==> config.mk <==
export PLATFORM = sky130hd
export DESIGN_NAME = spi_transaction_queue_sequencer_top
export DESIGN_NICKNAME = d
export VERILOG_FILES = /design/src/hw/rtl/stqs_pkg.sv /design/src/hw/rtl/stqs_out_reg.sv /design/src/hw/rtl/spi_transaction_queue_sequencer_top.sv
export SDC_FILE = /design/constraint.sdc
export NUM_CORES = 1
export LEC_CHECK = 0
export BUFFER_PORTS_ARGS = -buffer_cell sky130_fd_sc_hd__buf_2
export CAP_MARGIN = 20
export CORE_ASPECT_RATIO = 1.5
export CORE_MARGIN = 2
export CORE_UTILIZATION = 40
export CTS_BUF_LIST = sky130_fd_sc_hd__clkbuf_4
export DETAILED_ROUTE_END_ITERATION = 16
export MAX_ROUTING_LAYER = met4
export PLACE_DENSITY_LB_ADDON = 0.3
export SLEW_MARGIN = 30
export SYNTH_ARGS = -nofsm -noshare
export SYNTH_HDL_FRONTEND = slang
export SYNTH_SLANG_ARGS = --single-unit
==> constraint.sdc <==
create_clock -name clk_i -period 9.1 [get_ports clk_i]
set_clock_uncertainty 0.15 [all_clocks]
set_input_delay 0.455 -clock clk_i [delete_from_list [all_inputs] [get_ports clk_i]]
set_output_delay 0.455 -clock clk_i [all_outputs]
set_load 0.005 [all_outputs]
==> src/hw/rtl/stqs_pkg.sv <==
package stqs_pkg;

  localparam int unsigned SlotsDefault = 8;
  localparam logic [7:0] IdInvalid = 8'd0;
  localparam logic [7:0] IdFirst = 8'd1;

  typedef enum logic [1:0] {
    ActSubmit = 2'd0,
    ActByteDone = 2'd1,
    ActQuery = 2'd2,
    ActClear = 2'd3
  } action_e;

  typedef enum logic [1:0] {
    SendNone = 2'd0,
    SendByte = 2'd1,
    SendDummy = 2'd2
  } send_e;

  typedef enum logic [1:0] {
    CsNone = 2'd0,
    CsAssert = 2'd1,
    CsRelease = 2'd2
  } cs_e;

  typedef enum logic [2:0] {
    StIdle,
    StScan,
    StExec,
    StStartScan,
    StOut1,
    StOut2
  } state_e;

  typedef struct packed {
    logic       status;
    logic [7:0] reply_id;
    logic       done_answer;
    logic       recv_valid;
    logic [7:0] recv_index;
    logic [7:0] recv_byte;
    send_e      send_kind;
    logic [7:0] send_index;
    logic [7:0] bus_id;
    cs_e        cs_action;
    logic [2:0] chip_pin;
    logic       last;
  } result_t;

endpackage

==> src/hw/rtl/stqs_out_reg.sv <==
module stqs_out_reg (
  input  logic              clk_i,
  input  logic              rst_ni,
  input  logic              load_i,
  input  stqs_pkg::result_t res_i,
  input  logic              stall_i,
  output logic              valid_o,
  output logic              busy_o,
  output stqs_pkg::result_t res_o
);
  import stqs_pkg::*;

  logic    valid_q, valid_d;
  result_t res_q, res_d;

  always_comb begin
    valid_d = valid_q;
    res_d = res_q;
    if (valid_q && !stall_i) valid_d = 1'b0;
    if (load_i) begin
      valid_d = 1'b1;
      res_d = res_i;
    end
  end

  always_ff @(posedge clk_i or negedge rst_ni) begin
    if (!rst_ni) valid_q <= 1'b0;
    else valid_q <= valid_d;
  end

  always_ff @(posedge clk_i) begin
    res_q <= res_d;
  end

  assign valid_o = valid_q;
  assign busy_o = valid_q && stall_i;
  assign res_o = res_q;
endmodule

==> src/hw/rtl/spi_transaction_queue_sequencer_top.sv <==
// Request path: byte_done goes to exec, then out; a finish first scans for the next slot
// to start, and a second result follows the release when a slot starts. Query and clear
// scan the slots for the id; submit scans for a free slot, then for a slot to start.
// Throughput: one request at a time; the next can be taken in the cycle after the last
// result is loaded into the output register, later when the output stalls.
// Reset (rst_ni low, async): all slots free, head at slot 0, next id 1, no result pending.
module spi_transaction_queue_sequencer_top #(
  parameter int unsigned SLOTS = stqs_pkg::SlotsDefault
) (
  input  logic       clk_i,
  input  logic       rst_ni,
  input  logic       in_valid_i,
  output logic       in_stall_o,
  input  logic [1:0] action_i,
  input  logic       fdx_i,
  input  logic [2:0] cs_pin_i,
  input  logic [2:0] attn_pin_i,
  input  logic [7:0] tx_len_i,
  input  logic [7:0] rx_len_i,
  input  logic [7:0] txn_id_i,
  input  logic [7:0] rx_byte_i,
  input  logic [7:0] port_level_i,
  output logic       out_valid_o,
  input  logic       out_stall_i,
  output logic       status_o,
  output logic [7:0] reply_id_o,
  output logic       done_answer_o,
  output logic       recv_valid_o,
  output logic [7:0] recv_index_o,
  output logic [7:0] recv_byte_o,
  output logic [1:0] send_kind_o,
  output logic [7:0] send_index_o,
  output logic [7:0] bus_id_o,
  output logic [1:0] cs_action_o,
  output logic [2:0] chip_pin_o,
  output logic       last_o
);
  import stqs_pkg::*;

  localparam int unsigned SW = (SLOTS > 1) ? $clog2(SLOTS) : 1;
  localparam int unsigned CW = $clog2(SLOTS + 1);
  localparam logic [SW-1:0] LastSlot = SW'(SLOTS - 1);
  localparam logic [CW-1:0] NumSlots = CW'(SLOTS);

  // slot storage; flags: fd, last attn, active, tx done, done
  logic [7:0]  id_q    [SLOTS];
  logic        fd_q    [SLOTS];
  logic        lattn_q [SLOTS];
  logic        act_q   [SLOTS];
  logic        dout_q  [SLOTS];
  logic        done_q  [SLOTS];
  logic [2:0]  cs_q    [SLOTS];
  logic [2:0]  at_q    [SLOTS];
  logic [7:0]  ol_q    [SLOTS];
  logic [7:0]  il_q    [SLOTS];
  logic [7:0]  bo_q    [SLOTS];
  logic [7:0]  bi_q    [SLOTS];

  state_e        st_q, st_d;
  logic [SW-1:0] head_q, idx_q;
  logic [CW-1:0] cnt_q;
  logic          found_q;
  logic [SW-1:0] hit_q;
  logic [7:0]    next_q;
  // latched request
  logic [1:0]    rq_act_q;
  logic          rq_fd_q;
  logic [2:0]    rq_cs_q, rq_at_q;
  logic [7:0]    rq_txl_q, rq_rxl_q, rq_id_q, rq_rx_q, rq_port_q;
  result_t       r1_q, r2_q;
  result_t       r1_d, r2_d;
  logic          two_q;

  logic          out_load, out_busy;
  result_t       out_res;
  logic          accept;

  assign accept = in_valid_i && !in_stall_o;
  assign in_stall_o = (st_q != StIdle);

  logic [SW-1:0] idx_inc;
  assign idx_inc = (idx_q == LastSlot) ? '0 : idx_q + 1'b1;

  // shared compare: one slot per cycle
  logic match;
  always_comb begin
    match = 1'b0;
    case (st_q)
      StScan: begin
        if (rq_act_q == ActSubmit) match = (id_q[idx_q] == IdInvalid);
        else match = (id_q[idx_q] == rq_id_q);
      end
      StStartScan: match = (id_q[idx_q] != IdInvalid) && !act_q[idx_q] && !done_q[idx_q];
      default: match = 1'b0;
    endcase
  end

  // byte_done datapath on head slot
  logic          h_attn, h_recv, h_more, h_dummy, h_fin;
  logic [7:0]    bi_n, bo_n;
  always_comb begin
    h_attn = rq_port_q[at_q[head_q]];
    h_recv = (!fd_q[head_q] && dout_q[head_q] && (bi_q[head_q] < il_q[head_q])) ||
             (fd_q[head_q] && (lattn_q[head_q] || h_attn));
    bi_n = h_recv ? bi_q[head_q] + 8'd1 : bi_q[head_q];
    bo_n = bo_q[head_q];
    h_more = bo_q[head_q] < ol_q[head_q];
    h_dummy = !h_more && ((fd_q[head_q] && h_attn) ||
                          (!fd_q[head_q] && bi_n < il_q[head_q]));
    h_fin = act_q[head_q] && !h_more && !h_dummy;
  end

  // start scan hit that actually starts a slot (bus idle at the head)
  logic start_hit;
  assign start_hit = (st_q == StStartScan) && match &&
                     !(act_q[head_q] && rq_act_q != ActByteDone);

  always_comb begin
    st_d = st_q;
    case (st_q)
      StIdle: if (accept) st_d = (action_i == ActByteDone) ? StExec : StScan;
      StScan: if (match || cnt_q == NumSlots - 1'b1) st_d = StExec;
      StExec: begin
        // a submit that took a slot, or a finish, looks for the next slot to start
        if ((rq_act_q == ActSubmit && found_q) || (rq_act_q == ActByteDone && h_fin)) begin
          st_d = StStartScan;
        end else begin
          st_d = StOut1;
        end
      end
      StStartScan: if (match || cnt_q == NumSlots - 1'b1) st_d = StOut1;
      StOut1: if (!out_busy) st_d = two_q ? StOut2 : StIdle;
      StOut2: if (!out_busy) st_d = StIdle;
      default: st_d = StIdle;
    endcase
  end

  always_ff @(posedge clk_i or negedge rst_ni) begin
    if (!rst_ni) begin
      st_q <= StIdle;
      head_q <= '0;
      next_q <= IdFirst;
      for (int i = 0; i < SLOTS; i++) begin
        id_q[i] <= IdInvalid;
        fd_q[i] <= 1'b0;
        lattn_q[i] <= 1'b0;
        act_q[i] <= 1'b0;
        dout_q[i] <= 1'b0;
        done_q[i] <= 1'b0;
      end
      idx_q <= '0;
      cnt_q <= '0;
      found_q <= 1'b0;
      hit_q <= '0;
      two_q <= 1'b0;
    end else begin
      st_q <= st_d;
      case (st_q)
        StIdle: begin
          if (accept) begin
            two_q <= 1'b0;
            found_q <= 1'b0;
            cnt_q <= '0;
            idx_q <= (action_i == ActSubmit) ? head_q : '0;
          end
        end
        StScan: begin
          if (match) begin
            found_q <= 1'b1;
            hit_q <= idx_q;
          end else begin
            idx_q <= idx_inc;
            cnt_q <= cnt_q + 1'b1;
          end
        end
        StExec: begin
          cnt_q <= '0;
          case (action_e'(rq_act_q))
            ActSubmit: begin
              if (found_q) begin
                id_q[hit_q] <= next_q;
                next_q <= (next_q == 8'hFF) ? IdFirst : next_q + 8'd1;
                fd_q[hit_q] <= rq_fd_q;
                lattn_q[hit_q] <= 1'b0;
                act_q[hit_q] <= 1'b0;
                dout_q[hit_q] <= 1'b0;
                done_q[hit_q] <= 1'b0;
                cs_q[hit_q] <= rq_cs_q;
                at_q[hit_q] <= rq_fd_q ? rq_at_q : 3'd0;
                ol_q[hit_q] <= rq_txl_q;
                il_q[hit_q] <= rq_fd_q ? 8'd0 : rq_rxl_q;
                bo_q[hit_q] <= '0;
                bi_q[hit_q] <= '0;
                idx_q <= head_q;
              end
            end
            ActByteDone: begin
              if (act_q[head_q]) begin
                lattn_q[head_q] <= h_attn;
                bi_q[head_q] <= bi_n;
                if (h_more) bo_q[head_q] <= bo_n + 8'd1;
                else if (h_dummy) dout_q[head_q] <= 1'b1;
                else begin
                  done_q[head_q] <= 1'b1;
                  act_q[head_q] <= 1'b0;
                  head_q <= (head_q == LastSlot) ? '0 : head_q + 1'b1;
                  idx_q <= (head_q == LastSlot) ? '0 : head_q + 1'b1;
                  found_q <= 1'b1;
                end
              end
            end
            ActQuery: ;
            ActClear: if (found_q && !act_q[hit_q]) id_q[hit_q] <= IdInvalid;
            default: ;
          endcase
        end
        StStartScan: begin
          if (act_q[head_q] && !(rq_act_q == ActByteDone)) begin
            cnt_q <= NumSlots - 1'b1;
          end else if (match) begin
            head_q <= idx_q;
            act_q[idx_q] <= 1'b1;
            two_q <= (rq_act_q == ActByteDone);
            if (ol_q[idx_q] != 8'd0) bo_q[idx_q] <= 8'd1;
          end else begin
            idx_q <= idx_inc;
            cnt_q <= cnt_q + 1'b1;
          end
        end
        default: ;
      endcase
    end
  end

  // request latch
  always_ff @(posedge clk_i) begin
    if (accept) begin
      rq_act_q <= action_i;
      rq_fd_q <= fdx_i;
      rq_cs_q <= cs_pin_i;
      rq_at_q <= attn_pin_i;
      rq_txl_q <= tx_len_i;
      rq_rxl_q <= rx_len_i;
      rq_id_q <= txn_id_i;
      rq_rx_q <= rx_byte_i;
      rq_port_q <= port_level_i;
    end
  end

  // result assembly
  always_comb begin
    r1_d = r1_q;
    r2_d = r2_q;
    if (st_q == StExec) begin
      r1_d = '0;
      r1_d.last = 1'b1;
      case (action_e'(rq_act_q))
        ActSubmit: begin
          r1_d.status = !found_q;
          r1_d.reply_id = found_q ? next_q : 8'd0;
        end
        ActByteDone: begin
          if (act_q[head_q]) begin
            r1_d.bus_id = id_q[head_q];
            if (h_recv) begin
              r1_d.recv_valid = 1'b1;
              r1_d.recv_index = bi_q[head_q];
              r1_d.recv_byte = rq_rx_q;
            end
            if (h_more) begin
              r1_d.send_kind = SendByte;
              r1_d.send_index = bo_q[head_q];
            end else if (h_dummy) begin
              r1_d.send_kind = SendDummy;
            end else begin
              r1_d.cs_action = CsRelease;
              r1_d.chip_pin = cs_q[head_q];
            end
          end
        end
        ActQuery: r1_d.done_answer = found_q && done_q[hit_q];
        ActClear: r1_d.status = !(found_q && !act_q[hit_q]);
        default: ;
      endcase
    end
    if (start_hit) begin
      if (rq_act_q == ActByteDone) begin
        // release stays first, the start follows as a second result
        r1_d.last = 1'b0;
        r2_d = '0;
        r2_d.last = 1'b1;
        r2_d.cs_action = CsAssert;
        r2_d.chip_pin = cs_q[idx_q];
        r2_d.bus_id = id_q[idx_q];
        r2_d.send_kind = (ol_q[idx_q] != 8'd0) ? SendByte : SendDummy;
      end else begin
        r1_d.cs_action = CsAssert;
        r1_d.chip_pin = cs_q[idx_q];
        r1_d.bus_id = id_q[idx_q];
        r1_d.send_kind = (ol_q[idx_q] != 8'd0) ? SendByte : SendDummy;
      end
    end
  end

  always_ff @(posedge clk_i) begin
    r1_q <= r1_d;
    r2_q <= r2_d;
  end

  // results leave through one output register, the second one after the first
  assign out_load = !out_busy && ((st_q == StOut1) || (st_q == StOut2));
  assign out_res = (st_q == StOut2) ? r2_q : r1_q;

  stqs_out_reg u_out (
    .clk_i  (clk_i),
    .rst_ni (rst_ni),
    .load_i (out_load),
    .res_i  (out_res),
    .stall_i(out_stall_i),
    .valid_o(out_valid_o),
    .busy_o (out_busy),
    .res_o  ({status_o, reply_id_o, done_answer_o, recv_valid_o, recv_index_o,
              recv_byte_o, send_kind_o, send_index_o, bus_id_o, cs_action_o,
              chip_pin_o, last_o})
  );
endmodule

==> results of run 1 <==
-- metrics by stage --
step	instances	utilization [%]	hold slack, ps	cell area, um2	power (W)
finish	3122	46.8	91.2	30300	0.00890
global route	3122	46.8	63.9	30300	0.00937
CTS	3120	46.8	1.85	30300	0.00897
detailed placement	2802	43.0	299	27800	0.00663
global placement	2801	42.9	291	27700	0.00657
floorplan	1886	-	9.41	26100	0.00550
-- worst register-to-register path: cells and delay by family (launching register included) --
family / cells / cell delay (ps)
compound gates: 6 / 1200
mux: 2 / 770
buf+inv: 2 / 920
xor+xnor: 1 / 180
simple gates: 11 / 2440
flops: 1 / 800
fa+ha+maj: 2 / 650
-- kinds of logic (layout without fill, tap and decap cells) --
| family | after synthesis | count (layout) |
|---|---|---|
| xor gates and xnor gates | 24 | 24 |
| buffers and inverters | 127 | 491 |
| AOI/OAI and AO/OA | 412 | 412 |
| DFF | 599 | 599 |
| adders and majority gates | 33 | 33 |
| muxes | 175 | 175 |
| other | 0 | 2 |
| and+or+nand+nor | 516 | 516 |
-- synthesized netlist by cell type (6+ instances only) --
master / n / area share (%)
a21oi_1: 55 / 1.1
mux2i_1: 36 / 1.4
ha_1: 33 / 1.6
o22ai_1: 16 / 0.38
and4_1: 9 / 0.30
nand3b_1: 6 / 0.17
nor2b_1: 35 / 0.84
nor2_1: 104 / 1.5
a221o_1: 7 / 0.27
dfrtp_1: 130 / 12
nor3_1: 30 / 0.57
o21ai_0: 85 / 1.6
nor4_1: 9 / 0.22
a22oi_1: 92 / 2.6
buf_2: 12 / 0.23
xnor2_1: 22 / 0.74
nand2b_1: 17 / 0.41
nand2_1: 118 / 1.7
buf_4: 10 / 0.29
and2_1: 52 / 1.2
a222oi_1: 8 / 0.31
nand3_1: 35 / 0.67
mux2_2: 108 / 4.7
a31oi_1: 11 / 0.26
clkbuf_1: 70 / 1.0
o21ai_1: 8 / 0.15
mux4_2: 24 / 2.1
inv_1: 23 / 0.33
or2_2: 6 / 0.14
a221oi_1: 26 / 0.87
dfxtp_1: 16 / 1.2
a21o_1: 11 / 0.32
a22o_1: 35 / 1.2
buf_1: 7 / 0.10
edfxtp_1: 452 / 52
and3_1: 51 / 1.2
nand4_1: 15 / 0.36
-- worst paths after layout --
| path | start | end | slack [ps] | cells past startpoint |
|---|---|---|---|---|
| min in group asynchronous | rst_ni | next_q[0]$_DFFE_PN1P_ | 550 | 3 |
| worst max-delay path | head_q[0]$_DFFE_PN0P_ | head_q[2]$_DFFE_PN0P_ | 1870 | 24 |
| max in group asynchronous | rst_ni | id_q[8]$_DFFE_PN0P_ | 7600 | 4 |
| worst min register to register | r1_q[4]$_DFF_P_ | r1_q[4]$_DFF_P_ | 310 | 1 |
| worst max register to register | head_q[0]$_DFFE_PN0P_ | head_q[2]$_DFFE_PN0P_ | 1870 | 24 |
| worst min-delay path | tx_len_i[0] | rq_txl_q[0]$_DFFE_PP_ | 90 | 2 |
-- layout make-up --
cell class | instances | area [um2]
repair buffers | 202 | 1410
well taps | 870 | 1090
clock buffers | 212 | 1590
clock inverters | 52 | 345
inverters | 25 | 93.8
multi-input cells | 1160 | 8560
flip-flops and latches | 599 | 17200
diodes | 2 | 5.00
fillers | 5770 | 34300
-- per-layer routing --
layer | vias to the layer above | track usage, %
met2 | 725 | 41.4
met4 | 0 | 12.1
li1 | 7929 | -
met1 | 8903 | 25.5
met3 | 202 | 3.14
met5 | - | -
-- where the power goes --
group | internal [W] | total [W] | switching [W] | leakage [nW]
Clock | 0.00122 | 0.00228 | 0.00107 | 1.14
Combinational | 0.00112 | 0.00315 | 0.00203 | 4.15
Sequential | 0.00325 | 0.00347 | 0.000214 | 6.04
-- registers in the layout (all words and copies together), names as in the netlist, 51 cells and up --
register and cells:
bo_q 64, il_q 64, r1_q 51, u_out.res_o 51, bi_q 64, ol_q 64, id_q 64
==> results_tabular.tex, run 1 <==
\begin{tabular}{lr}
\hline
Metric & Value \\
\hline
\multicolumn{2}{l}{\textbf{Yosys}} \\
Compound-cell area share of the yosys netlist & 11.1\% \\
Synth async-reset ratio & 21.9\% \\
Synthesis warning total & 0 \\
Count of flip-flops with a built-in enable after synthesis & 452 \\
Number of instances in the synthesized netlist & 1886 \\
Post-synthesis net count & 1972 \\
Post-synthesis share of cell area spent on xor and xnor gates & 0.804\% \\
Post-synthesis share of cell area spent on full adders, half adders and majority gates & 1.58\% \\
Mapped Area & 26100 um2 \\
Fraction of synthesized area in multiplexers & 8.48\% \\
Synthesized area divided by synthesized cell count & 13.9 um2 \\
Seq cells post-synth & 599 \\
Flip-flop cell with the highest count after synthesis & edfxtp\_1 \\
Sequential share of the synthesized area & 65.7\% \\
Largest family of logic cells by synthesized area & compound AO/OA/AOI/OAI gates \\
Synthesized-area fraction occupied by and/or/nand/nor cells & 10.2\% \\
Library cells used by synthesis & 86 \\
\multicolumn{2}{l}{\textbf{STA}} \\
Setup-violating endpoint count in the final report & 0 \\
Final count of hold timing violations & 0 \\
Max-slew violations & 0 \\
Final cycle utilization of the critical path & 79.5\% \\
Final critical path time including I/O delays and setup & 7230 ps \\
Achievable clock frequency & 138 MHz \\
Transition time at the pin with the least slew margin & 981 ps \\
Total Neg Setup Slack & 0 ps \\
Setup repair after global routing missed its margin & no \\
Tightest slew margin relative to the limit & 34.4\% \\
Post-route setup slack & 1870 ps \\
\multicolumn{2}{l}{\textbf{Clock tree}} \\
Cts-stage hold buffer count & 54 \\
\# resized after CTS & 0 \\
Total number of H-tree levels & 4 \\
CTS clk-pin slew, worst paths & 70 ps \\
Clock Tree Root & clkbuf\_4 \\
Clock tree from TritonCTS & done \\
Clock buffer count from CTS & 147 \\
Bufs on Longest Clock Path & 3 \\
Post-CTS setup buffers & 0 \\
CTS sink count & 599 \\
Clk Latency, worst-skew pair & 950 ps \\
\multicolumn{2}{l}{\textbf{Global routing}} \\
First-pass GRT wire length & 112 mm \\
Total global routing track utilization & 23.4\% \\
Pin count of the biggest net entering global routing & 58 \\
Initial antenna violation count & 1 \\
Global route overflow & 0 \\
Vias in the first global route & 18.2k \\
\multicolumn{2}{l}{\textbf{Worst setup path}} \\
Largest fanout of any net on the critical path & 43 \\
Cell family contributing the most delay on the critical path & simple AND/OR/NAND/NOR gates \\
CP required & 9750 ps \\
Delay of the slowest cell on the worst path & 800 ps \\
CP max stage cell & dfrtp\_2 \\
Setup Crit Path Kind & reg -> reg \\
Cells along the critical path & buf\_4, mux2\_2, a221oi\_1, a21oi\_1, a221o\_1, ha\_1, and4\_1, nand4\_1, a311oi\_1, nor3\_1, nor2\_1, a31oi\_2, buf\_4, nand4\_1, xnor2\_1, ha\_1, nand4\_1, nor2\_1, nor4bb\_1, nand3b\_1, o211ai\_2, nor2\_2, nor2\_1, mux2\_2 \\
Bufs and invs on worst path & 2 \\
Critical path data arrival time & 7880 ps \\
Worst setup EP type & register \\
Type of element launching the critical path & register \\
\multicolumn{2}{l}{\textbf{Detailed routing}} \\
Detail Route met2 WL & 40.2 mm \\
Total routed wirelength & 75.5 mm \\
Router iterations before antenna repair & 9 \\
DRC violation count after routing & 0 \\
Number of vias after detailed routing & 17.8k \\
Routed met3 length & 3.94 mm \\
Drt via density & 5.69 \\
Number of design-rule violations left by the first detailed-router iteration & 1386 \\
Wire length per cell after detailed routing & 24.2 um \\
Antenna-violating nets left & 0 \\
DR top layer & met4 \\
Detailed-route wire length on metal 1 & 27.9 mm \\
\multicolumn{2}{l}{\textbf{Finish}} \\
Area Growth Syn to Fin & 15.8\% \\
Fraction of layout cells with a size suffix above 1 & 25.2\% \\
Commonest non-fill, non-tap cell in the layout & edfxtp\_1 \\
Most used cells in the layout excluding fill and tap cells & edfxtp\_1, clkbuf\_4, dfrtp\_1 \\
Number of nets in the layout & 2221 \\
\multicolumn{2}{l}{\textbf{Placement}} \\
Worst slack, placed & 1920 ps \\
Detailed placer's ending HPWL & 51.8 mm \\
Final GP Congestion & 0.916 \\
IO buf count & 105 \\
\multicolumn{2}{l}{\textbf{Run}} \\
Maxcap violations & 0 \\
\multicolumn{2}{l}{\textbf{Floorplan}} \\
Placement row count & 114 \\
Effective utilization at floorplan & 40.4\% \\
Die Height & 317 um \\
I/O pin count & 106 \\
Core region area & 64600 um2 \\
Floorplan die area & 67400 um2 \\
Overall die width & 213 um \\
\multicolumn{2}{l}{\textbf{Power and ir drop}} \\
Power density of the placed cells & 294 nW/um2 \\
Worst supply voltage drop on vdd & 153 uV \\
Leakage power figure & 11.3 nW \\
\multicolumn{2}{l}{\textbf{Hold path}} \\
Path type of the worst min-delay path & in -> reg \\
\multicolumn{2}{l}{\textbf{Status}} \\
Result of the run & completed \\
\hline
\end{tabular}
Power figures use the tool's default switching activity.
==> run 2, diff against run 1 <==
clock period = 6.5 ns   (was 9.1 ns; I/O delays follow)
==> run 2 against run 1 <==
Against the previous run:
- worst hold slack got worse by 38 ps
- setup slack got worse by 1500 ps
- critical path depth increased by 3
- register-to-register slack got worse by 1500 ps
- power increased by 41%
- highest routed layer unchanged
==> results_tabular.tex, run 2 (same netlist as run 1, synthesis figures left out) <==
\begin{tabular}{lr}
\hline
Metric & Value \\
\hline
\multicolumn{2}{l}{\textbf{Power and ir drop}} \\
Leakage power figure & 11.6 nW (+2.7\%) \\
Switching power & 0.00468 W (+42\%) \\
Power density of the placed cells & 407 nW/um2 (+39\%) \\
Share of power burned in the clock network & 24.7\% (-0.9 points) \\
Net switching fraction of the power & 37.2\% (+0.063 points) \\
Part of the total power dissipated in sequential elements & 38.9\% (about the same) \\
PnR Total Power & 0.0126 W (+41\%) \\
Cell internal pwr & 0.00790 W (+41\%) \\
Combinational cell fraction of total power & 36.4\% (+1.0 points) \\
Worst supply voltage drop on vdd & 254 uV (+66\%) \\
\multicolumn{2}{l}{\textbf{Clock tree}} \\
Clock tree from TritonCTS & done \\
Clock buffer count from CTS & 144 (-2.0\%) \\
Total number of H-tree levels & 4 (unchanged) \\
Bufs on Longest Clock Path & 3 (unchanged) \\
Clock Tree Root & clkbuf\_4 \\
CTS sink count & 599 (unchanged) \\
Clk Latency, worst-skew pair & 930 ps (-20 ps) \\
CTS clk-pin slew, worst paths & 70 ps (about the same) \\
\multicolumn{2}{l}{\textbf{Placement}} \\
Final GP Congestion & 0.968 (+5.6\%) \\
Detailed placer's ending HPWL & 53.0 mm (+2.3\%) \\
IO buf count & 105 (unchanged) \\
\multicolumn{2}{l}{\textbf{STA}} \\
Final cycle utilization of the critical path & 94.7\% (+15 points) \\
Setup-violating endpoint count in the final report & 0 (unchanged) \\
Achievable clock frequency & 162 MHz (+17\%) \\
Setup repair after global routing missed its margin & no \\
Tightest slew margin relative to the limit & 35.7\% (+1.3 points) \\
Final critical path time including I/O delays and setup & 6160 ps (-1080 ps) \\
Final count of hold timing violations & 0 (unchanged) \\
Transition time at the pin with the least slew margin & 964 ps (-16.6 ps) \\
Total Neg Setup Slack & 0 ps (unchanged) \\
Max-slew violations & 0 (unchanged) \\
\multicolumn{2}{l}{\textbf{Finish}} \\
Most used cells in the layout excluding fill and tap cells & edfxtp\_1, clkbuf\_4, dfrtp\_1 \\
Filler Cells Inserted & 5764 (-0.10\%) \\
Commonest non-fill, non-tap cell in the layout & edfxtp\_1 \\
Area taken by flip-flops and latches & 17200 um2 (about the same) \\
Footprint of the multi-input gates & 8550 um2 (-0.18\%) \\
Fraction of layout cells with a size suffix above 1 & 25.1\% (-0.11 points) \\
Area Growth Syn to Fin & 18.1\% \\
Number of nets in the layout & 2290 (+3.1\%) \\
Fin util & 47.8\% (+0.93 points) \\
\multicolumn{2}{l}{\textbf{Global routing}} \\
Initial antenna violation count & 1 (unchanged) \\
Global route overflow & 0 (unchanged) \\
Vias in the first global route & 18.5k (+1.9\%) \\
Total global routing track utilization & 23.8\% (+0.41 points) \\
First-pass GRT wire length & 114 mm (+1.1\%) \\
Pin count of the biggest net entering global routing & 77 (+33\%) \\
\multicolumn{2}{l}{\textbf{Worst setup path}} \\
CP max stage cell & dfrtp\_2 \\
Delay of the slowest cell on the worst path & 460 ps (-340 ps) \\
Bufs and invs on worst path & 3 (+1) \\
Cell family contributing the most delay on the critical path & compound AO/OA/AOI/OAI gates \\
CP required & 7120 ps (-2630 ps) \\
Type of element launching the critical path & register \\
Critical path data arrival time & 6780 ps (-1100 ps) \\
Largest fanout of any net on the critical path & 14 (-67\%) \\
Setup Crit Path Kind & reg -> reg \\
Crit path top cell by count & a21o\_1 \\
Worst setup EP type & register \\
\multicolumn{2}{l}{\textbf{Status}} \\
Result of the run & completed \\
\multicolumn{2}{l}{\textbf{Detailed routing}} \\
Drt via density & 5.68 (-0.22\%) \\
Number of vias after detailed routing & 18.1k (+1.9\%) \\
Total routed wirelength & 76.5 mm (+1.4\%) \\
Antenna-violating nets left & 0 (unchanged) \\
Router iterations before antenna repair & 6 (-3) \\
DRC violation count after routing & 0 (unchanged) \\
Wire length per cell after detailed routing & 24.0 um (-0.67\%) \\
Number of design-rule violations left by the first detailed-router iteration & 1515 (+9.3\%) \\
\multicolumn{2}{l}{\textbf{Floorplan}} \\
I/O pin count & 106 (unchanged) \\
Placement row count & 114 (unchanged) \\
Die Height & 317 um (unchanged) \\
Core region area & 64600 um2 (unchanged) \\
Floorplan die area & 67400 um2 (unchanged) \\
Effective utilization at floorplan & 40.4\% (unchanged) \\
Overall die width & 213 um (unchanged) \\
\multicolumn{2}{l}{\textbf{Run}} \\
Maxcap violations & 0 (unchanged) \\
\multicolumn{2}{l}{\textbf{Hold path}} \\
Path type of the worst min-delay path & in -> reg \\
\hline
\end{tabular}
## run 2: final timing paths
kind / startpoint / to / slack (ps) / cells past startpoint
max in group asynchronous: rst_ni / id_q[31]$_DFFE_PN0P_ / 4990 / 4
min: tx_len_i[5] / rq_txl_q[5]$_DFFE_PP_ / 50 / 2
max reg2reg: head_q[2]$_DFFE_PN0P_ / head_q[2]$_DFFE_PN0P_ / 340 / 27
min in group asynchronous: rst_ni / id_q[53]$_DFFE_PN0P_ / 420 / 4
min reg2reg: r1_q[4]$_DFF_P_ / r1_q[4]$_DFF_P_ / 320 / 1
max: head_q[2]$_DFFE_PN0P_ / head_q[2]$_DFFE_PN0P_ / 340 / 27
## run 2: worst register-to-register path, cell delays in order (launching register included)
cell and delay (ps):
dfrtp_2 460, buf_4 230, nor3_2 90, buf_4 220, a22o_1 250, a221oi_1 210
nand3_1 200, ha_1 250, a21o_1 170, a21o_1 170, a21o_1 200, nor3_1 180
nor2_1 100, a31oi_4 280, nand2_1 140, nor2_1 220, xnor2_1 170, ha_1 280
a21o_1 160, a21oi_1 140, o22ai_1 100, a2111oi_2 370, nand3b_1 320, o211ai_2 240
nor2_4 110, nor2_1 120, buf_4 160, mux2_2 350
## run 2: through the flow
step	area, um2	cells	hold slack [ps]	setup slack, ps
after CTS	30800	3186	17.8	162
final	30900	3188	53.5	345
after global routing	30900	3188	10.3	7.96
after floorplan	26100	1886	-121	170
after detailed placement	27900	2827	181	197
after global placement	27900	2827	189	265
## run 2: layout make-up
| type | count | share of cell area (%) |
|---|---|---|
| sequential | 599 | 55.7 |
| clock buffer | 206 | 5.01 |
| inverter | 25 | 0.304 |
| multi-input combinational | 1160 | 27.7 |
| clock inverter | 52 | 1.04 |
| tap | 870 | 3.53 |
| timing repair buffer | 274 | 6.76 |
| antenna | 2 | 0.0162 |
## run 2: what timing repair did
action                     4_1_cts  5_1_grt
buffers inserted                 0        0
hold buffers                   101        0
gates resized for setup          0        6
hold endpoints to repair       208        0
setup endpoints to repair        0       20
## run 2: routing by layer
| metal | up-vias | wire length (um) | global-route usage [%] |
|---|---|---|---|
| met2 | 818 | 40000 | 41.2 |
| met1 | 8959 | 27200 | 25.5 |
| met4 | 0 | 4800 | 15.2 |
| li1 | 8065 | - | - |
| met5 | - | 0 | - |
| met3 | 253 | 4490 | 3.40 |
## run 2: power groups by stage
stage | Clock, W | Combinational (W) | Sequential, W
floorplan | 0 | 0.00294 | 0.00477
global placement | 0 | 0.00439 | 0.00495
detailed placement | 0 | 0.00445 | 0.00496
CTS | 0.00320 | 0.00452 | 0.00488
global route | 0.00340 | 0.00491 | 0.00493
finish | 0.00311 | 0.00458 | 0.00489
==> run 3, diff against run 2 <==
ABC_AREA = 1   (was not set)
==> run 3 against run 2 <==
Against the previous run:
- clock power up 2%
- die area up 0.44%
- global-route usage increased by 0.15 points
==> results_tabular.tex, run 3 <==
\begin{tabular}{lr}
\hline
Metric & Value \\
\hline
\multicolumn{2}{l}{\textbf{Yosys}} \\
Flip-flop cell with the highest count after synthesis & edfxtp\_1 \\
Seq cells post-synth & 599 (unchanged) \\
Synthesized area divided by synthesized cell count & 10.9 um2 (-21\%) \\
Most area-hungry cell type in the Yosys netlist & edfxtp\_1 \\
Synth async-reset ratio & 21.9\% (unchanged) \\
Number of instances in the synthesized netlist & 2404 (+27\%) \\
Synthesis warning total & 0 (unchanged) \\
Mapped Area & 26200 um2 (+0.45\%) \\
Synth top area share & 51.7\% (-0.23 points) \\
Top cells by area in the synthesized netlist & edfxtp\_1, dfrtp\_1, nand2\_1 \\
Most common cell in the netlist & nand2\_1 \\
Sequential share of the synthesized area & 65.4\% (-0.29 points) \\
Top post-synthesis cells by count & nand2\_1, edfxtp\_1, inv\_1, nor2\_1, o21ai\_0 \\
Library cells used by synthesis & 60 (-30\%) \\
Post-synthesis net count & 2490 (+26\%) \\
Count of flip-flops with a built-in enable after synthesis & 452 (unchanged) \\
\multicolumn{2}{l}{\textbf{Floorplan}} \\
I/O pin count & 106 (unchanged) \\
Effective utilization at floorplan & 40.2\% (-0.26 points) \\
Die Height & 318 um (+0.22\%) \\
Overall die width & 213 um (+0.22\%) \\
Placement row count & 115 (+0.88\%) \\
Floorplan die area & 67700 um2 (+0.44\%) \\
Core region area & 65300 um2 (+1.1\%) \\
\multicolumn{2}{l}{\textbf{Worst setup path}} \\
Start of the worst register-to-register path & head\_q[1]\$\_DFFE\_PN0P\_ \\
Number of stages on the worst setup path & 30 (+11\%) \\
R2R Setup Slk & 550 ps (+210 ps) \\
Crit path top cell by count & nand2\_1 \\
Largest fanout of any net on the critical path & 14 (unchanged) \\
Capture point of the worst reg-to-reg path & dout\_q[4]\$\_DFFE\_PN0P\_ \\
CP required & 7240 ps (+120 ps) \\
Bufs and invs on worst path & 5 (+2) \\
Worst r2r path cells & 30 (+11\%) \\
Critical Path Start & head\_q[1]\$\_DFFE\_PN0P\_ \\
Worst setup EP type & register \\
Critical Path Sink & dout\_q[4]\$\_DFFE\_PN0P\_ \\
Delay of the slowest cell on the worst path & 510 ps (+50 ps) \\
CP max stage cell & dfrtp\_1 \\
Setup Crit Path Kind & reg -> reg \\
Cell family contributing the most delay on the critical path & simple AND/OR/NAND/NOR gates \\
Type of element launching the critical path & register \\
Critical path data arrival time & 6690 ps (-90 ps) \\
\multicolumn{2}{l}{\textbf{Placement}} \\
Cells after DPL & 3344 (+18\%) \\
IO buf count & 105 (unchanged) \\
Detailed placer's ending HPWL & 52.5 mm (-0.88\%) \\
Post-placement cell area & 27900 um2 (about the same) \\
Final GP Congestion & 0.917 (-5.3\%) \\
\multicolumn{2}{l}{\textbf{STA}} \\
Final critical path time including I/O delays and setup & 5950 ps (-205 ps) \\
Total Neg Setup Slack & 0 ps (unchanged) \\
Final cycle utilization of the critical path & 91.5\% (-3.2 points) \\
Final count of hold timing violations & 0 (unchanged) \\
Setup-violating endpoint count in the final report & 0 (unchanged) \\
Tightest slew margin relative to the limit & 32.3\% (-3.4 points) \\
Max-slew violations & 0 (unchanged) \\
Transition time at the pin with the least slew margin & 1010 ps (+47.8 ps) \\
Setup repair after global routing missed its margin & no \\
Achievable clock frequency & 168 MHz (+3.4\%) \\
\multicolumn{2}{l}{\textbf{Hold path}} \\
Path type of the worst min-delay path & in -> reg \\
\multicolumn{2}{l}{\textbf{Clock tree}} \\
CTS clk-pin slew, worst paths & 70 ps (about the same) \\
Clock tree from TritonCTS & done \\
\# resized after CTS & 0 (unchanged) \\
Cts-stage hold buffer count & 104 (+3.0\%) \\
CTS sink count & 599 (unchanged) \\
Clock Tree Root & clkbuf\_4 \\
Bufs on Longest Clock Path & 3 (unchanged) \\
Post-CTS setup buffers & 0 (unchanged) \\
Total number of H-tree levels & 4 (unchanged) \\
Clock buffer count from CTS & 146 (+1.4\%) \\
Clk Latency, worst-skew pair & 1010 ps (+80 ps) \\
\multicolumn{2}{l}{\textbf{Global routing}} \\
Initial antenna violation count & 1 (unchanged) \\
Global route overflow & 0 (unchanged) \\
First-pass GRT wire length & 117 mm (+3.0\%) \\
Vias in the first global route & 20.2k (+8.8\%) \\
M3 GR Usage & 5.03\% (+1.6 points) \\
Busiest layer in global routing & met2 \\
Global-route met2 utilization & 40.3\% (-0.89 points) \\
Total global routing track utilization & 23.9\% (+0.15 points) \\
Pin count of the biggest net entering global routing & 71 (-7.8\%) \\
M1 GR Usage & 26.5\% (+1.0 points) \\
\multicolumn{2}{l}{\textbf{Power and ir drop}} \\
Leakage power figure & 12.4 nW (+6.5\%) \\
Power density of the placed cells & 402 nW/um2 (-1.4\%) \\
Worst supply voltage drop on vdd & 189 uV (-26\%) \\
\multicolumn{2}{l}{\textbf{Detailed routing}} \\
DRC violation count after routing & 0 (unchanged) \\
Total routed wirelength & 77.3 mm (+1.0\%) \\
Number of vias after detailed routing & 19.7k (+9.0\%) \\
Number of design-rule violations left by the first detailed-router iteration & 1697 (+12\%) \\
Antenna-violating nets left & 0 (unchanged) \\
Drt via density & 5.31 (-6.5\%) \\
Wire length per cell after detailed routing & 20.8 um (-13\%) \\
Router iterations before antenna repair & 6 (unchanged) \\
\multicolumn{2}{l}{\textbf{Finish}} \\
Area Growth Syn to Fin & 17.9\% \\
Commonest non-fill, non-tap cell in the layout & nand2\_1 \\
Fin util & 47.4\% (-0.40 points) \\
Count of non-filler cells in the finished layout & 3717 (+17\%) \\
Post-route design area & 30900 um2 (+0.25\%) \\
Number of nets in the layout & 2806 (+23\%) \\
Most used cells in the layout excluding fill and tap cells & nand2\_1, edfxtp\_1, inv\_1 \\
Fraction of layout cells with a size suffix above 1 & 17.7\% (-7.5 points) \\
\multicolumn{2}{l}{\textbf{Status}} \\
Result of the run & completed \\
\multicolumn{2}{l}{\textbf{Run}} \\
Maxcap violations & 0 (unchanged) \\
\hline
\end{tabular}
run 3: cell count changes in the layout (fill, tap and decap cells not counted), moves of 30 or more:
cell,before,now
nand2_1,118,465
inv_1,23,300
mux2_2,108,27
nor2_1,92,173
o21ai_0,85,161
a22oi_1,92,37
and2_1,52,0
and3_1,51,0
mux2i_1,36,0
nor2b_1,34,0
a21oi_1,54,84
run 3: layout make-up:
class / count / area [um2]
flip-flops and latches: 599 / 17200
fillers: 6033 / 34400
diodes: 2 / 5.00
well taps: 877 / 1100
repair buffers: 259 / 2020
inverters: 327 / 1230
clock inverters: 50 / 279
clock buffers: 216 / 1620
multi-input cells: 1387 / 7520
run 3: how the worst min path moves through the flow:
stage	slack, ps	end	startpoint	cells past startpoint
after global routing	50	two_q$_DFFE_PN0P_	in_valid_i	4
after floorplan	-120	act_q[0]$_DFFE_PN0P_	rst_ni	0
after global placement	230	id_q[38]$_DFFE_PN0P_	rst_ni	1
after detailed placement	250	id_q[46]$_DFFE_PN0P_	rst_ni	1
after CTS	9	two_q$_DFFE_PN0P_	in_valid_i	4
final	110	two_q$_DFFE_PN0P_	in_valid_i	4
run 3: cell families (layout without fill, tap and decap cells):
kind of cell	Yosys count	count (layout)	share of synthesized area, %
and+or+nand+nor	819	819	13.1
DFF	599	599	65.4
AOI/OAI and AO/OA	485	485	11.8
buffers and inverters	418	852	6.23
adders and majority gates	33	33	1.57
muxes	27	27	1.16
xor gates and xnor gates	23	23	0.767
other	0	2	0
run 3: routing by layer:
metal  vias up  part of all wire, %
met4         0                  4.8
met1      9602                   38
met3       212                  6.3
met2       806                   51
li1       9109                    -
met5         -                    0
run 3: worst reg2reg max path: cells and delay by family, from the launching register on:
family / cells / cell delay (ps)
AND/OR/NAND/NOR: 17 / 2090
AO/OA/AOI/OAI: 5 / 1340
buffers and inverters: 5 / 840
adder cells (fa/ha/maj): 2 / 650
flip-flops: 1 / 510
XOR/XNOR: 1 / 290
run 3: through the flow:
step | setup WS, ps | hold WS, ps | total power (W)
after floorplan | 1090 | -121 | 0.00762
after global placement | 656 | 235 | 0.00918
after detailed placement | 557 | 246 | 0.00925
after CTS | 536 | 8.91 | 0.0125
after global routing | 75.4 | 51.9 | 0.0132
final | 550 | 111 | 0.0124
run 3: power breakdown:
group	total [W]	internal (W)	switching, W
Sequential	0.00495	0.00469	0.000256
Combinational	0.00431	0.00127	0.00303
Clock	0.00317	0.00162	0.00156
